[src/rtl/gmsp_pkg.sv]
// ----------------------------------------------------------------------------
// gmsp_pkg
// Shared types, codes and constants of the geared motor step positioner.
// ----------------------------------------------------------------------------
package gmsp_pkg;

  // Highest gear index; gear g sits at encoder position g * step_spacing.
  localparam int unsigned TOP_GEAR = 10;

  localparam int unsigned GEAR_W    = 4;
  localparam int unsigned POS_W     = 16;
  localparam int unsigned DRIVE_W   = 10;
  localparam int unsigned SPACING_W = 12;
  localparam int unsigned RUN_W     = 16;
  localparam int unsigned TIME_W    = 20;
  localparam int unsigned DRIFT_W   = 7;
  localparam int unsigned BAND_W    = 10;
  localparam int unsigned SENSE_W   = 16;
  localparam int unsigned PROD_W    = 2 * SENSE_W;

  // Power is current * battery / POWER_SCALE.
  localparam int unsigned POWER_SCALE = 1000;

  localparam int unsigned QUEUE_DEPTH = 2;
  localparam int unsigned QPTR_W      = $clog2(QUEUE_DEPTH);
  localparam int unsigned QCNT_W      = $clog2(QUEUE_DEPTH + 1);

  localparam int unsigned APB_ADDR_W = 5;
  localparam int unsigned APB_DATA_W = 32;

  // Register reset values.
  localparam logic [SPACING_W-1:0] RST_STEP_SPACING  = 12'd200;
  localparam logic [DRIVE_W-1:0]   RST_DRIVE_LEVEL   = 10'd1000;
  localparam logic [RUN_W-1:0]     RST_POWER_LIMIT   = 16'd390;
  localparam logic [RUN_W-1:0]     RST_OC_SAMPLES    = 16'd5000;
  localparam logic [TIME_W-1:0]    RST_TIMEOUT       = 20'd700000;
  localparam logic [POS_W-1:0]     RST_CALIB_POS     = 16'd500;
  localparam logic [BAND_W-1:0]    RST_DEADBAND      = 10'd10;
  localparam logic [DRIFT_W-1:0]   RST_DRIFT_PERIOD  = 7'd70;

  typedef enum logic [2:0] {
    KIND_SAMPLE = 3'd0,
    KIND_PULSE  = 3'd1,
    KIND_CALIB  = 3'd2,
    KIND_LEFT   = 3'd3,
    KIND_RIGHT  = 3'd4,
    KIND_UP     = 3'd5,
    KIND_DOWN   = 3'd6,
    KIND_SETPOS = 3'd7
  } kind_t;

  typedef enum logic [2:0] {
    ST_IDLE        = 3'd0,
    ST_MOVING      = 3'd1,
    ST_ARRIVED     = 3'd2,
    ST_AT_END      = 3'd3,
    ST_OVERCURRENT = 3'd4,
    ST_TIMEOUT     = 3'd5,
    ST_LIMIT       = 3'd6
  } status_t;

  typedef enum logic [2:0] {
    REG_STEP_SPACING = 3'd0,
    REG_DRIVE_LEVEL  = 3'd1,
    REG_POWER_LIMIT  = 3'd2,
    REG_OC_SAMPLES   = 3'd3,
    REG_TIMEOUT      = 3'd4,
    REG_CALIB_POS    = 3'd5,
    REG_DEADBAND     = 3'd6,
    REG_DRIFT_PERIOD = 3'd7
  } reg_idx_t;

  typedef struct packed {
    logic [SPACING_W-1:0] step_spacing;
    logic [DRIVE_W-1:0]   drive_level;
    logic [RUN_W-1:0]     power_limit;
    logic [RUN_W-1:0]     oc_samples;
    logic [TIME_W-1:0]    timeout_samples;
    logic [POS_W-1:0]     calib_pos;
    logic [BAND_W-1:0]    deadband;
    logic [DRIFT_W-1:0]   drift_period;
  } cfg_t;

  // One classified word on its way from the front to the back.
  typedef struct packed {
    kind_t              kind;
    logic [PROD_W-1:0]  product;
    logic               left_level;
    logic               right_level;
    logic [POS_W-1:0]   position_value;
  } entry_t;

endpackage

[src/rtl/geared_motor_step_positioner_unit.sv]
// ----------------------------------------------------------------------------
// geared_motor_step_positioner_unit
// Encoder-counting positioner that steps a motor between gear positions,
// with drift correction, limit handling, overcurrent and timeout stops.
// ----------------------------------------------------------------------------
//  channel   handshake               contents
//  -------   ---------------------   --------------------------------------
//  in        in_valid / in_stall     kind, sensor readings, limits, position
//  out       out_valid / out_stall   drive compares, position, gear, status
//  apb       psel/penable/pready     eight 32-bit registers at 4*index
//
//  One word per cycle sustained while the output is not stalled; a result
//  is registered in its queue slot, then in the back-end output register.
//  While the output stalls, the two-entry queue takes two more words before
//  in_stall rises.
//  Reset is synchronous; it clears the state, queue and output valid.
//  A stalled output word holds until it is taken.
// ----------------------------------------------------------------------------
module geared_motor_step_positioner_unit (
  input  logic                                clk,
  input  logic                                rst,
  input  logic                                psel,
  input  logic                                penable,
  input  logic                                pwrite,
  input  logic [gmsp_pkg::APB_ADDR_W-1:0]     paddr,
  input  logic [gmsp_pkg::APB_DATA_W-1:0]     pwdata,
  output logic [gmsp_pkg::APB_DATA_W-1:0]     prdata,
  output logic                                pready,
  input  logic                                in_valid,
  output logic                                in_stall,
  input  logic [2:0]                          kind,
  input  logic [gmsp_pkg::SENSE_W-1:0]        motor_current,
  input  logic [gmsp_pkg::SENSE_W-1:0]        battery_level,
  input  logic                                left_limit_level,
  input  logic                                right_limit_level,
  input  logic signed [gmsp_pkg::POS_W-1:0]   position_value,
  output logic                                out_valid,
  input  logic                                out_stall,
  output logic [gmsp_pkg::DRIVE_W-1:0]        drive_forward,
  output logic [gmsp_pkg::DRIVE_W-1:0]        drive_reverse,
  output logic signed [gmsp_pkg::POS_W-1:0]   position,
  output logic [gmsp_pkg::GEAR_W-1:0]         gear_index,
  output logic [2:0]                          move_status
);

  gmsp_pkg::cfg_t   cfg;
  gmsp_pkg::entry_t push_entry;
  gmsp_pkg::entry_t head;
  logic             push;
  logic             pop;
  logic             q_valid;
  logic             q_full;

  gmsp_cfg u_cfg (
    .clk     (clk),
    .rst     (rst),
    .psel    (psel),
    .penable (penable),
    .pwrite  (pwrite),
    .paddr   (paddr),
    .pwdata  (pwdata),
    .prdata  (prdata),
    .pready  (pready),
    .cfg     (cfg)
  );

  gmsp_front u_front (
    .in_valid          (in_valid),
    .in_stall          (in_stall),
    .kind              (kind),
    .motor_current     (motor_current),
    .battery_level     (battery_level),
    .left_limit_level  (left_limit_level),
    .right_limit_level (right_limit_level),
    .position_value    (position_value),
    .q_full            (q_full),
    .push              (push),
    .entry             (push_entry)
  );

  gmsp_queue u_queue (
    .clk        (clk),
    .rst        (rst),
    .push       (push),
    .push_entry (push_entry),
    .pop        (pop),
    .q_valid    (q_valid),
    .q_full     (q_full),
    .head       (head)
  );

  gmsp_back u_back (
    .clk           (clk),
    .rst           (rst),
    .cfg           (cfg),
    .q_valid       (q_valid),
    .q_entry       (head),
    .pop           (pop),
    .out_valid     (out_valid),
    .out_stall     (out_stall),
    .drive_forward (drive_forward),
    .drive_reverse (drive_reverse),
    .position      (position),
    .gear_index    (gear_index),
    .move_status   (move_status)
  );

endmodule

[src/rtl/gmsp_cfg.sv]
// ----------------------------------------------------------------------------
// gmsp_cfg
// APB register file holding the positioner's configuration.
// ----------------------------------------------------------------------------
module gmsp_cfg (
  input  logic                                clk,
  input  logic                                rst,
  input  logic                                psel,
  input  logic                                penable,
  input  logic                                pwrite,
  input  logic [gmsp_pkg::APB_ADDR_W-1:0]     paddr,
  input  logic [gmsp_pkg::APB_DATA_W-1:0]     pwdata,
  output logic [gmsp_pkg::APB_DATA_W-1:0]     prdata,
  output logic                                pready,
  output gmsp_pkg::cfg_t                      cfg
);

  gmsp_pkg::reg_idx_t idx;
  logic               wr_en;

  assign idx    = gmsp_pkg::reg_idx_t'(paddr[gmsp_pkg::APB_ADDR_W-1:2]);
  assign pready = 1'b1;
  assign wr_en  = psel && penable && pwrite && pready;

  always_ff @(posedge clk) begin
    if (rst) begin
      cfg.step_spacing    <= gmsp_pkg::RST_STEP_SPACING;
      cfg.drive_level     <= gmsp_pkg::RST_DRIVE_LEVEL;
      cfg.power_limit     <= gmsp_pkg::RST_POWER_LIMIT;
      cfg.oc_samples      <= gmsp_pkg::RST_OC_SAMPLES;
      cfg.timeout_samples <= gmsp_pkg::RST_TIMEOUT;
      cfg.calib_pos       <= gmsp_pkg::RST_CALIB_POS;
      cfg.deadband        <= gmsp_pkg::RST_DEADBAND;
      cfg.drift_period    <= gmsp_pkg::RST_DRIFT_PERIOD;
    end else if (wr_en) begin
      unique case (idx)
        gmsp_pkg::REG_STEP_SPACING: begin
          cfg.step_spacing <= pwdata[gmsp_pkg::SPACING_W-1:0];
        end
        gmsp_pkg::REG_DRIVE_LEVEL: begin
          cfg.drive_level <= pwdata[gmsp_pkg::DRIVE_W-1:0];
        end
        gmsp_pkg::REG_POWER_LIMIT: begin
          cfg.power_limit <= pwdata[gmsp_pkg::RUN_W-1:0];
        end
        gmsp_pkg::REG_OC_SAMPLES: begin
          cfg.oc_samples <= pwdata[gmsp_pkg::RUN_W-1:0];
        end
        gmsp_pkg::REG_TIMEOUT: begin
          cfg.timeout_samples <= pwdata[gmsp_pkg::TIME_W-1:0];
        end
        gmsp_pkg::REG_CALIB_POS: begin
          cfg.calib_pos <= pwdata[gmsp_pkg::POS_W-1:0];
        end
        gmsp_pkg::REG_DEADBAND: begin
          cfg.deadband <= pwdata[gmsp_pkg::BAND_W-1:0];
        end
        gmsp_pkg::REG_DRIFT_PERIOD: begin
          cfg.drift_period <= pwdata[gmsp_pkg::DRIFT_W-1:0];
        end
        default: begin
        end
      endcase
    end
  end

  always_comb begin
    prdata = '0;
    unique case (idx)
      gmsp_pkg::REG_STEP_SPACING: prdata = 32'(cfg.step_spacing);
      gmsp_pkg::REG_DRIVE_LEVEL:  prdata = 32'(cfg.drive_level);
      gmsp_pkg::REG_POWER_LIMIT:  prdata = 32'(cfg.power_limit);
      gmsp_pkg::REG_OC_SAMPLES:   prdata = 32'(cfg.oc_samples);
      gmsp_pkg::REG_TIMEOUT:      prdata = 32'(cfg.timeout_samples);
      gmsp_pkg::REG_CALIB_POS:    prdata = 32'($signed(cfg.calib_pos));
      gmsp_pkg::REG_DEADBAND:     prdata = 32'(cfg.deadband);
      gmsp_pkg::REG_DRIFT_PERIOD: prdata = 32'(cfg.drift_period);
      default:                    prdata = '0;
    endcase
  end

endmodule

[src/rtl/gmsp_front.sv]
// ----------------------------------------------------------------------------
// gmsp_front
// Accepts input words, decodes the kind and forms the current-battery
// product that the back end compares against the power limit.
// ----------------------------------------------------------------------------
module gmsp_front (
  input  logic                             in_valid,
  output logic                             in_stall,
  input  logic [2:0]                       kind,
  input  logic [gmsp_pkg::SENSE_W-1:0]     motor_current,
  input  logic [gmsp_pkg::SENSE_W-1:0]     battery_level,
  input  logic                             left_limit_level,
  input  logic                             right_limit_level,
  input  logic [gmsp_pkg::POS_W-1:0]       position_value,
  input  logic                             q_full,
  output logic                             push,
  output gmsp_pkg::entry_t                 entry
);

  assign in_stall = q_full;
  assign push     = in_valid && !q_full;

  always_comb begin
    entry.kind           = gmsp_pkg::kind_t'(kind);
    entry.product        = {16'b0, motor_current} * {16'b0, battery_level};
    entry.left_level     = left_limit_level;
    entry.right_level    = right_limit_level;
    entry.position_value = position_value;
  end

endmodule

[src/rtl/gmsp_queue.sv]
// ----------------------------------------------------------------------------
// gmsp_queue
// Short FIFO of decoded words between the front and the back end.
// ----------------------------------------------------------------------------
module gmsp_queue (
  input  logic                 clk,
  input  logic                 rst,
  input  logic                 push,
  input  gmsp_pkg::entry_t     push_entry,
  input  logic                 pop,
  output logic                 q_valid,
  output logic                 q_full,
  output gmsp_pkg::entry_t     head
);

  gmsp_pkg::entry_t                 slots [gmsp_pkg::QUEUE_DEPTH];
  logic [gmsp_pkg::QPTR_W-1:0]      wr_ptr;
  logic [gmsp_pkg::QPTR_W-1:0]      rd_ptr;
  logic [gmsp_pkg::QCNT_W-1:0]      count;

  assign q_valid = (count != '0);
  assign q_full  = (count == gmsp_pkg::QCNT_W'(gmsp_pkg::QUEUE_DEPTH));
  assign head    = slots[rd_ptr];

  always_ff @(posedge clk) begin
    if (push) begin
      slots[wr_ptr] <= push_entry;
    end
  end

  always_ff @(posedge clk) begin
    if (rst) begin
      wr_ptr <= '0;
      rd_ptr <= '0;
      count  <= '0;
    end else begin
      if (push) begin
        wr_ptr <= (wr_ptr == gmsp_pkg::QPTR_W'(gmsp_pkg::QUEUE_DEPTH - 1)) ? '0 : wr_ptr + 1'b1;
      end
      if (pop) begin
        rd_ptr <= (rd_ptr == gmsp_pkg::QPTR_W'(gmsp_pkg::QUEUE_DEPTH - 1)) ? '0 : rd_ptr + 1'b1;
      end
      if (push && !pop) begin
        count <= count + 1'b1;
      end else if (pop && !push) begin
        count <= count - 1'b1;
      end
    end
  end

  a_no_overflow: assert property (@(posedge clk) disable iff (rst)
    push |-> !q_full || pop)
    else $error("queue written while full");

  a_no_underflow: assert property (@(posedge clk) disable iff (rst)
    pop |-> q_valid)
    else $error("queue read while empty");

endmodule

[src/rtl/gmsp_back.sv]
// ----------------------------------------------------------------------------
// gmsp_back
// Executes decoded words on the positioner state and holds the result word
// in an output register.
// ----------------------------------------------------------------------------
module gmsp_back (
  input  logic                              clk,
  input  logic                              rst,
  input  gmsp_pkg::cfg_t                    cfg,
  input  logic                              q_valid,
  input  gmsp_pkg::entry_t                  q_entry,
  output logic                              pop,
  output logic                              out_valid,
  input  logic                              out_stall,
  output logic [gmsp_pkg::DRIVE_W-1:0]      drive_forward,
  output logic [gmsp_pkg::DRIVE_W-1:0]      drive_reverse,
  output logic signed [gmsp_pkg::POS_W-1:0] position,
  output logic [gmsp_pkg::GEAR_W-1:0]       gear_index,
  output logic [2:0]                        move_status
);

  localparam logic [gmsp_pkg::GEAR_W-1:0] TOP = gmsp_pkg::GEAR_W'(gmsp_pkg::TOP_GEAR);
  localparam logic signed [gmsp_pkg::POS_W-1:0] POS_MAX = 16'sh7FFF;
  localparam logic signed [gmsp_pkg::POS_W-1:0] POS_MIN = 16'sh8000;

  // Architectural state.
  logic signed [gmsp_pkg::POS_W-1:0]   pos_count;
  logic [gmsp_pkg::DRIFT_W-1:0]        drift_count;
  logic                                reverse_dir;
  logic                                limit_hit;
  logic [gmsp_pkg::GEAR_W-1:0]         cur_gear;
  logic [gmsp_pkg::GEAR_W-1:0]         target_gear;
  logic                                moving;
  logic                                moving_up;
  logic [gmsp_pkg::RUN_W-1:0]          oc_run;
  logic [gmsp_pkg::TIME_W-1:0]         timeout_run;
  logic [gmsp_pkg::DRIVE_W-1:0]        fwd_drive;
  logic [gmsp_pkg::DRIVE_W-1:0]        rev_drive;

  logic signed [gmsp_pkg::POS_W-1:0]   pos_count_next;
  logic [gmsp_pkg::DRIFT_W-1:0]        drift_count_next;
  logic                                reverse_dir_next;
  logic                                limit_hit_next;
  logic [gmsp_pkg::GEAR_W-1:0]         cur_gear_next;
  logic [gmsp_pkg::GEAR_W-1:0]         target_gear_next;
  logic                                moving_next;
  logic                                moving_up_next;
  logic [gmsp_pkg::RUN_W-1:0]          oc_run_next;
  logic [gmsp_pkg::TIME_W-1:0]         timeout_run_next;
  logic [gmsp_pkg::DRIVE_W-1:0]        fwd_drive_next;
  logic [gmsp_pkg::DRIVE_W-1:0]        rev_drive_next;
  gmsp_pkg::status_t                   status;

  // Datapath terms.
  logic [gmsp_pkg::GEAR_W-1:0]         step_gear;
  logic [gmsp_pkg::GEAR_W-1:0]         gear_sel;
  logic [gmsp_pkg::POS_W-1:0]          tgt;
  logic signed [gmsp_pkg::POS_W:0]     tgt_s;
  logic signed [gmsp_pkg::POS_W:0]     pos_s;
  logic signed [gmsp_pkg::POS_W+1:0]   diff;
  logic signed [gmsp_pkg::POS_W+1:0]   distance;
  logic                                fwd;
  logic                                in_band;
  logic                                arrived;
  logic [26:0]                         power_thr;
  logic                                over;
  logic                                take;

  assign take = q_valid && (!out_valid || !out_stall);
  assign pop  = take;

  always_comb begin
    step_gear = (q_entry.kind == gmsp_pkg::KIND_UP) ? cur_gear + 1'b1 : cur_gear - 1'b1;
    gear_sel  = (q_entry.kind == gmsp_pkg::KIND_SAMPLE) ? target_gear : step_gear;
    tgt       = {12'b0, gear_sel} * {4'b0, cfg.step_spacing};
    tgt_s     = $signed({1'b0, tgt});
    pos_s     = {pos_count[gmsp_pkg::POS_W-1], pos_count};
    diff      = {tgt_s[gmsp_pkg::POS_W], tgt_s} - {pos_s[gmsp_pkg::POS_W], pos_s};
    fwd       = tgt_s > pos_s;
    distance  = fwd ? diff : -diff;
    in_band   = distance <= $signed({8'b0, cfg.deadband});
    arrived   = moving_up ? (pos_s >= tgt_s) : (pos_s <= tgt_s);
    // floor(p / scale) > limit exactly when p >= (limit + 1) * scale.
    power_thr = ({11'b0, cfg.power_limit} + 27'd1) * 27'(gmsp_pkg::POWER_SCALE);
    over      = q_entry.product >= {5'b0, power_thr};
  end

  always_comb begin
    pos_count_next   = pos_count;
    drift_count_next = drift_count;
    reverse_dir_next = reverse_dir;
    limit_hit_next   = limit_hit;
    cur_gear_next    = cur_gear;
    target_gear_next = target_gear;
    moving_next      = moving;
    moving_up_next   = moving_up;
    oc_run_next      = oc_run;
    timeout_run_next = timeout_run;
    fwd_drive_next   = fwd_drive;
    rev_drive_next   = rev_drive;
    status           = moving ? gmsp_pkg::ST_MOVING : gmsp_pkg::ST_IDLE;

    unique case (q_entry.kind) inside
      gmsp_pkg::KIND_SAMPLE: begin
        if (!moving) begin
          status = gmsp_pkg::ST_IDLE;
        end else if (arrived) begin
          fwd_drive_next = '0;
          rev_drive_next = '0;
          moving_next    = 1'b0;
          cur_gear_next  = target_gear;
          status         = gmsp_pkg::ST_ARRIVED;
        end else if (over && (oc_run > cfg.oc_samples)) begin
          fwd_drive_next = '0;
          rev_drive_next = '0;
          moving_next    = 1'b0;
          status         = gmsp_pkg::ST_OVERCURRENT;
        end else begin
          if (!over) begin
            oc_run_next = '0;
          end else if (oc_run != '1) begin
            oc_run_next = oc_run + 1'b1;
          end
          if (limit_hit) begin
            fwd_drive_next = '0;
            rev_drive_next = '0;
            moving_next    = 1'b0;
            status         = gmsp_pkg::ST_LIMIT;
          end else if (timeout_run < cfg.timeout_samples) begin
            timeout_run_next = timeout_run + 1'b1;
            status           = gmsp_pkg::ST_MOVING;
          end else begin
            timeout_run_next = '0;
            fwd_drive_next   = '0;
            rev_drive_next   = '0;
            moving_next      = 1'b0;
            status           = gmsp_pkg::ST_TIMEOUT;
          end
        end
      end
      gmsp_pkg::KIND_PULSE: begin
        if (!reverse_dir) begin
          // Every drift_period + 1 forward pulses one count is dropped.
          if (drift_count >= cfg.drift_period) begin
            drift_count_next = '0;
          end else begin
            drift_count_next = drift_count + 1'b1;
            if (pos_count != POS_MAX) begin
              pos_count_next = pos_count + 16'sd1;
            end
          end
        end else if (pos_count != POS_MIN) begin
          pos_count_next = pos_count - 16'sd1;
        end
      end
      gmsp_pkg::KIND_CALIB: begin
        pos_count_next = $signed(cfg.calib_pos);
      end
      gmsp_pkg::KIND_LEFT: begin
        fwd_drive_next = '0;
        rev_drive_next = '0;
        limit_hit_next = 1'b1;
      end
      gmsp_pkg::KIND_RIGHT: begin
        if (q_entry.right_level) begin
          fwd_drive_next = '0;
          rev_drive_next = '0;
          limit_hit_next = 1'b1;
        end
      end
      gmsp_pkg::KIND_UP, gmsp_pkg::KIND_DOWN: begin
        if (moving) begin
          status = gmsp_pkg::ST_MOVING;
        end else if ((q_entry.kind == gmsp_pkg::KIND_UP) ? (cur_gear >= TOP)
                                                         : (cur_gear == '0)) begin
          status = gmsp_pkg::ST_AT_END;
        end else begin
          limit_hit_next = 1'b0;
          if (in_band) begin
            cur_gear_next = step_gear;
            status        = gmsp_pkg::ST_ARRIVED;
          end else if (fwd ? q_entry.right_level : q_entry.left_level) begin
            status = gmsp_pkg::ST_LIMIT;
          end else begin
            target_gear_next = step_gear;
            moving_next      = 1'b1;
            moving_up_next   = fwd;
            oc_run_next      = '0;
            timeout_run_next = '0;
            status           = gmsp_pkg::ST_MOVING;
            // A zero drive level leaves the direction bit alone.
            if (cfg.drive_level != '0) begin
              reverse_dir_next = !fwd;
              fwd_drive_next   = fwd ? cfg.drive_level : '0;
              rev_drive_next   = fwd ? '0 : cfg.drive_level;
            end else begin
              fwd_drive_next = '0;
              rev_drive_next = '0;
            end
          end
        end
      end
      gmsp_pkg::KIND_SETPOS: begin
        pos_count_next = $signed(q_entry.position_value);
      end
      default: begin
      end
    endcase
  end

  always_ff @(posedge clk) begin
    if (rst) begin
      pos_count   <= '0;
      drift_count <= '0;
      reverse_dir <= 1'b0;
      limit_hit   <= 1'b0;
      cur_gear    <= '0;
      target_gear <= '0;
      moving      <= 1'b0;
      moving_up   <= 1'b0;
      oc_run      <= '0;
      timeout_run <= '0;
      fwd_drive   <= '0;
      rev_drive   <= '0;
      out_valid   <= 1'b0;
    end else begin
      if (take) begin
        pos_count   <= pos_count_next;
        drift_count <= drift_count_next;
        reverse_dir <= reverse_dir_next;
        limit_hit   <= limit_hit_next;
        cur_gear    <= cur_gear_next;
        target_gear <= target_gear_next;
        moving      <= moving_next;
        moving_up   <= moving_up_next;
        oc_run      <= oc_run_next;
        timeout_run <= timeout_run_next;
        fwd_drive   <= fwd_drive_next;
        rev_drive   <= rev_drive_next;
        out_valid   <= 1'b1;
      end else if (!out_stall) begin
        out_valid <= 1'b0;
      end
    end
  end

  always_ff @(posedge clk) begin
    if (take) begin
      drive_forward <= fwd_drive_next;
      drive_reverse <= rev_drive_next;
      position      <= pos_count_next;
      gear_index    <= cur_gear_next;
      move_status   <= status;
    end
  end

  a_one_leg: assert property (@(posedge clk) disable iff (rst)
    !((fwd_drive != '0) && (rev_drive != '0)))
    else $error("both bridge legs driven");

  a_stopped_no_drive: assert property (@(posedge clk) disable iff (rst)
    !moving |-> (fwd_drive == '0) && (rev_drive == '0))
    else $error("drive active while not moving");

  a_gear_range: assert property (@(posedge clk) disable iff (rst)
    (cur_gear <= TOP) && (target_gear <= TOP))
    else $error("gear index beyond top gear");

  a_take_shows: assert property (@(posedge clk) disable iff (rst)
    take |=> out_valid)
    else $error("processed word not presented");

endmodule
[config.mk]
export PLATFORM = sky130hd
export DESIGN_NAME = geared_motor_step_positioner_unit
export DESIGN_NICKNAME = d
export VERILOG_FILES = /design/src/rtl/gmsp_pkg.sv /design/src/rtl/geared_motor_step_positioner_unit.sv /design/src/rtl/gmsp_cfg.sv /design/src/rtl/gmsp_front.sv /design/src/rtl/gmsp_queue.sv /design/src/rtl/gmsp_back.sv
export SDC_FILE = /design/constraint.sdc
export NUM_CORES = 2
export LEC_CHECK = 0
export BUFFER_PORTS_ARGS = -buffer_cell sky130_fd_sc_hd__buf_2
export CAP_MARGIN = 20
export CORE_MARGIN = 5
export CORE_UTILIZATION = 53
export DETAILED_ROUTE_END_ITERATION = 6
export MAX_ROUTING_LAYER = met4
export PLACE_DENSITY = 0.73
export SYNTH_ARGS = -nofsm -noshare
export SYNTH_HDL_FRONTEND = slang
export SYNTH_SLANG_ARGS = --single-unit
[constraint.sdc]
create_clock -name clk -period 9.9 [get_ports clk]
set_input_delay 0.99 -clock clk [delete_from_list [all_inputs] [get_ports clk]]
set_output_delay 0.99 -clock clk [all_outputs]
set_load 0.005 [all_outputs]
==> impl_metrics.tcl <==
set metrics [dict create \
    synth_nets 4138 \
    wl_um 88200 \
    setup_viol 0 \
    placementRows 89 \
    cts_buffers 38 \
    multi_input_area_um2 21100 \
    regArea_um2 8560 \
    max-slew-margin-rel_pct 27.3 \
    final_cell_area_um2 35300 \
    muxShareOfSynthArea_pct 3.34 \
    worst_path_max_delay_cell "fa_1" \
    hold_class "flip-flop to flip-flop" \
    path_clk_slew_ns 0.06 \
    grt_overflow 0 \
    drive_above_1_share_pct 12.4 \
    gp_congestion 0.952 \
    final_nets 4284 \
    synth_area_um2 31700 \
    ys_types 97 \
    fillers 5098 \
    synthSimpleGateAreaFrac_pct 17.2 \
    synth_edf_count 149 \
    setup_slack_ns 0.321 \
    initial_core_util_pct 53.6 \
    dp_hpwl_um 67300 \
    die_w_um 255 \
    crit_fanout 11 \
    drc 4 \
    cts_buffer_depth 3 \
    clock_latency_ns 0.57 \
    synth_top_area_cell "fa_1" \
    grt.total_usage_pct 27.5 \
    grt_pass1_vias 25000 \
    num_vias 26200 \
    synthXorXnorAreaFrac_pct 2.68 \
    synth_top_area_share_pct 17.2 \
    topRoutingLayerUsed "met4" \
    end_kind "flip-flop" \
    dieArea_um2 64800 \
    max_freq_ghz 0.104 \
    hold_viol_final 0 \
    synthArstFlopShare_pct 0 \
    fin_crit_sh_pct 96.8 \
    worst_ep_arrival_time_ns 10.08 \
    setup_tns_ns 0 \
    violations "DRC" \
    drt_iter0_drc 2238 \
    synth_top_family_by_area "adder cells" \
    min_period_ns 9.58 \
    synth-seq-cells 353 \
    num_io_pins 175 \
    slew_viol_final 0 \
    clock_skew_ns 0.0352 \
    tightest_slew_ns 1.09 \
    root_buffer "clkbuf_16" \
    place_area_um2 33600 \
    grt_max_degree 98 \
    antenna_found_initial 9 \
    synth_area_leaders "fa_1, edfxtp_1, dfxtp_1, ha_1, nand2_1" \
    cts_tree "done" \
    dp_slack_ns -0.256 \
    wl_met3_um 8880 \
    cp_data_required_time_ns 10.40 \
    yosys_most_used_dff "dfxtp_1" \
    syn2layout_area_growth_pct 11.2 \
    wl_met1_um 38200 \
    grt_first_pass_wirelength_um 138000 \
    wl_per_cell_um 19.9 \
    met2WireLength_um 38600 \
    io_buffers 159 \
    ant_nets 0 \
    ys.warnings.count 0 \
    die_h_um 255 \
    start_kind "flip-flop" \
    synth-compound-area-share_pct 14.2 \
    path_common_cell "a21oi_2" \
    htree_levels 2 \
    maxCapViolCount 0 \
    avgSynthCellArea_um2 9.09 \
    drtPass1Iterations 7 \
    setup.worst_path.class "flip-flop to flip-flop" \
    synth_adder_area_share_pct 28.4 \
    ys_seq_area_share_pct 27.0 \
    synthCells 3486 \
    core_um2 59100 \
    outcome "finished with violations" \
    critPathMaxStageDelay_ns 0.53 \
    vias_per_cell 5.89 \
    clock-sinks 353 \
]
-- kinds of logic after synthesis --
| family | after synthesis |
|---|---|
| AND/OR/NAND/NOR | 1135 |
| AO/OA/AOI/OAI | 672 |
| buffers and inverters | 580 |
| adder cells (fa/ha/maj) | 555 |
| flip-flops | 353 |
| XOR/XNOR | 96 |
| multiplexers | 94 |
| other | 1 |
-- cell type report --
type / instances / area share [%]
antenna: 11 / 0.0781
inverter: 416 / 4.43
tap: 773 / 2.74
sequential: 353 / 24.3
multi-input combinational: 2553 / 59.9
clock buffer: 51 / 2.98
clock inverter: 16 / 0.582
timing repair buffer: 270 / 5.01
-- routing by layer --
metal | GRT usage (%) | up-vias
met3 | 6.32 | 169
li1 | - | 12200
met2 | 41.0 | 1067
met4 | 7.11 | 0
met1 | 38.3 | 12700
met5 | - | -
-- synthesized netlist by cell type, drive strengths merged, types with 10 or more instances --
cell and count:
mux2i 54, a31oi 22, nand2b 24, o31a 10, a221oi 10, nand4 33, o21a 21, buf 38
mux2 34, nor4 18, or3 18, and3 38, nand2 486, o211ai 36, or2 16, nor2b 42
o31ai 25, nor3 45, inv 414, nor2 181, o22ai 12, a211oi 16, dfxtp 204, fa 273
o21ai 97, clkbuf 126, or4 16, nand3 82, xor2 35, a22o 43, xnor2 61, and2 111
a21o 48, a21oi 215, edfxtp 149, ha 282, o211a 13
-- flip-flops by register name, summed over array words and instances, names as in the netlist, 2 cells and up, named ones only --
| signal | count |
|---|---|
| u_back.cur_gear | 4 |
| u_back.drift_count | 7 |
| u_back.drive_forward | 10 |
| u_back.drive_reverse | 10 |
| u_back.fwd_drive | 10 |
| u_back.gear_index | 4 |
| u_back.move_status | 3 |
| u_back.oc_run | 16 |
| u_back.pos_count | 16 |
| u_back.position | 16 |
| u_back.rev_drive | 10 |
| u_back.target_gear | 4 |
| u_back.timeout_run | 20 |
| u_cfg.cfg | 107 |
| u_queue.count | 2 |
| u_queue.slots | 106 |
-- repair_timing --
action                     4_1_cts  5_1_grt
resized for setup                6       45
hold buffers                     0        0
pin swaps                        1       30
setup endpoints to repair       81       94
setup buffers                    2       11
gates cloned                     0        1
-- per-stage QoR --
stage / hold WS [ns] / cells / util, %
5_1_grt: 0.478 / 4442 / 59.6
3_5_place_dp: 0.447 / 4349 / 56.8
2_1_floorplan: 0.436 / 3486 / -
4_1_cts: 0.454 / 4418 / 59.0
6_report: 0.454 / 4443 / 59.6
3_3_place_gp: 0.444 / 4348 / 56.8
-- path summary, 6_finish.rpt --
kind                              start                                   to  slack [ns]  depth (start not counted)
min reg2reg  u_cfg.cfg[35]$_SDFFE_PP0P_           u_cfg.cfg[35]$_SDFFE_PP0P_        0.45                          2
max                           flip-flop  u_back.timeout_run[18]$_SDFFE_PP0P_        0.32                         49
max reg2reg                   flip-flop  u_back.timeout_run[18]$_SDFFE_PP0P_        0.32                         49
min          u_cfg.cfg[35]$_SDFFE_PP0P_           u_cfg.cfg[35]$_SDFFE_PP0P_        0.45                          2
-- critical path: cells and delay by family (launching register included) --
kind,cells,cell delay [ns]
AOI/OAI and AO/OA,22,3.29
and+or+nand+nor,11,2.33
adders and majority gates,6,2.15
buffers and inverters,6,0.69
xor gates and xnor gates,3,0.41
DFF,1,0.39
muxes,1,0.25
-- cells in the final DEF, fill, tap and decap left out, types with 10 or more instances in the layout --
cell type	instances
dfxtp_1	202
o22ai_1	12
nor2b_1	39
and2_1	111
mux2_2	33
a22o_1	43
ha_1	278
buf_2	159
or4_1	13
inv_1	413
a21oi_1	207
buf_4	99
xor2_1	35
nor4_1	13
or2_2	13
xnor2_1	60
a31oi_1	22
o21ai_1	15
diode_2	11
o211ai_1	35
nor2_1	176
o31a_1	10
o31ai_1	25
nor3_1	38
nand2_1	485
o21a_1	21
nand3_1	81
nand4_1	32
fa_1	273
o211a_1	12
nand2b_1	23
o21ai_0	77
mux2i_1	52
a21o_1	48
and3_1	37
a211oi_1	16
edfxtp_1	149
clkbuf_16	40
or3_1	18
Power is left out: the tool's default activity adds up to more than one toggle a clock period on the data nets, which glitch-free logic cannot reach.
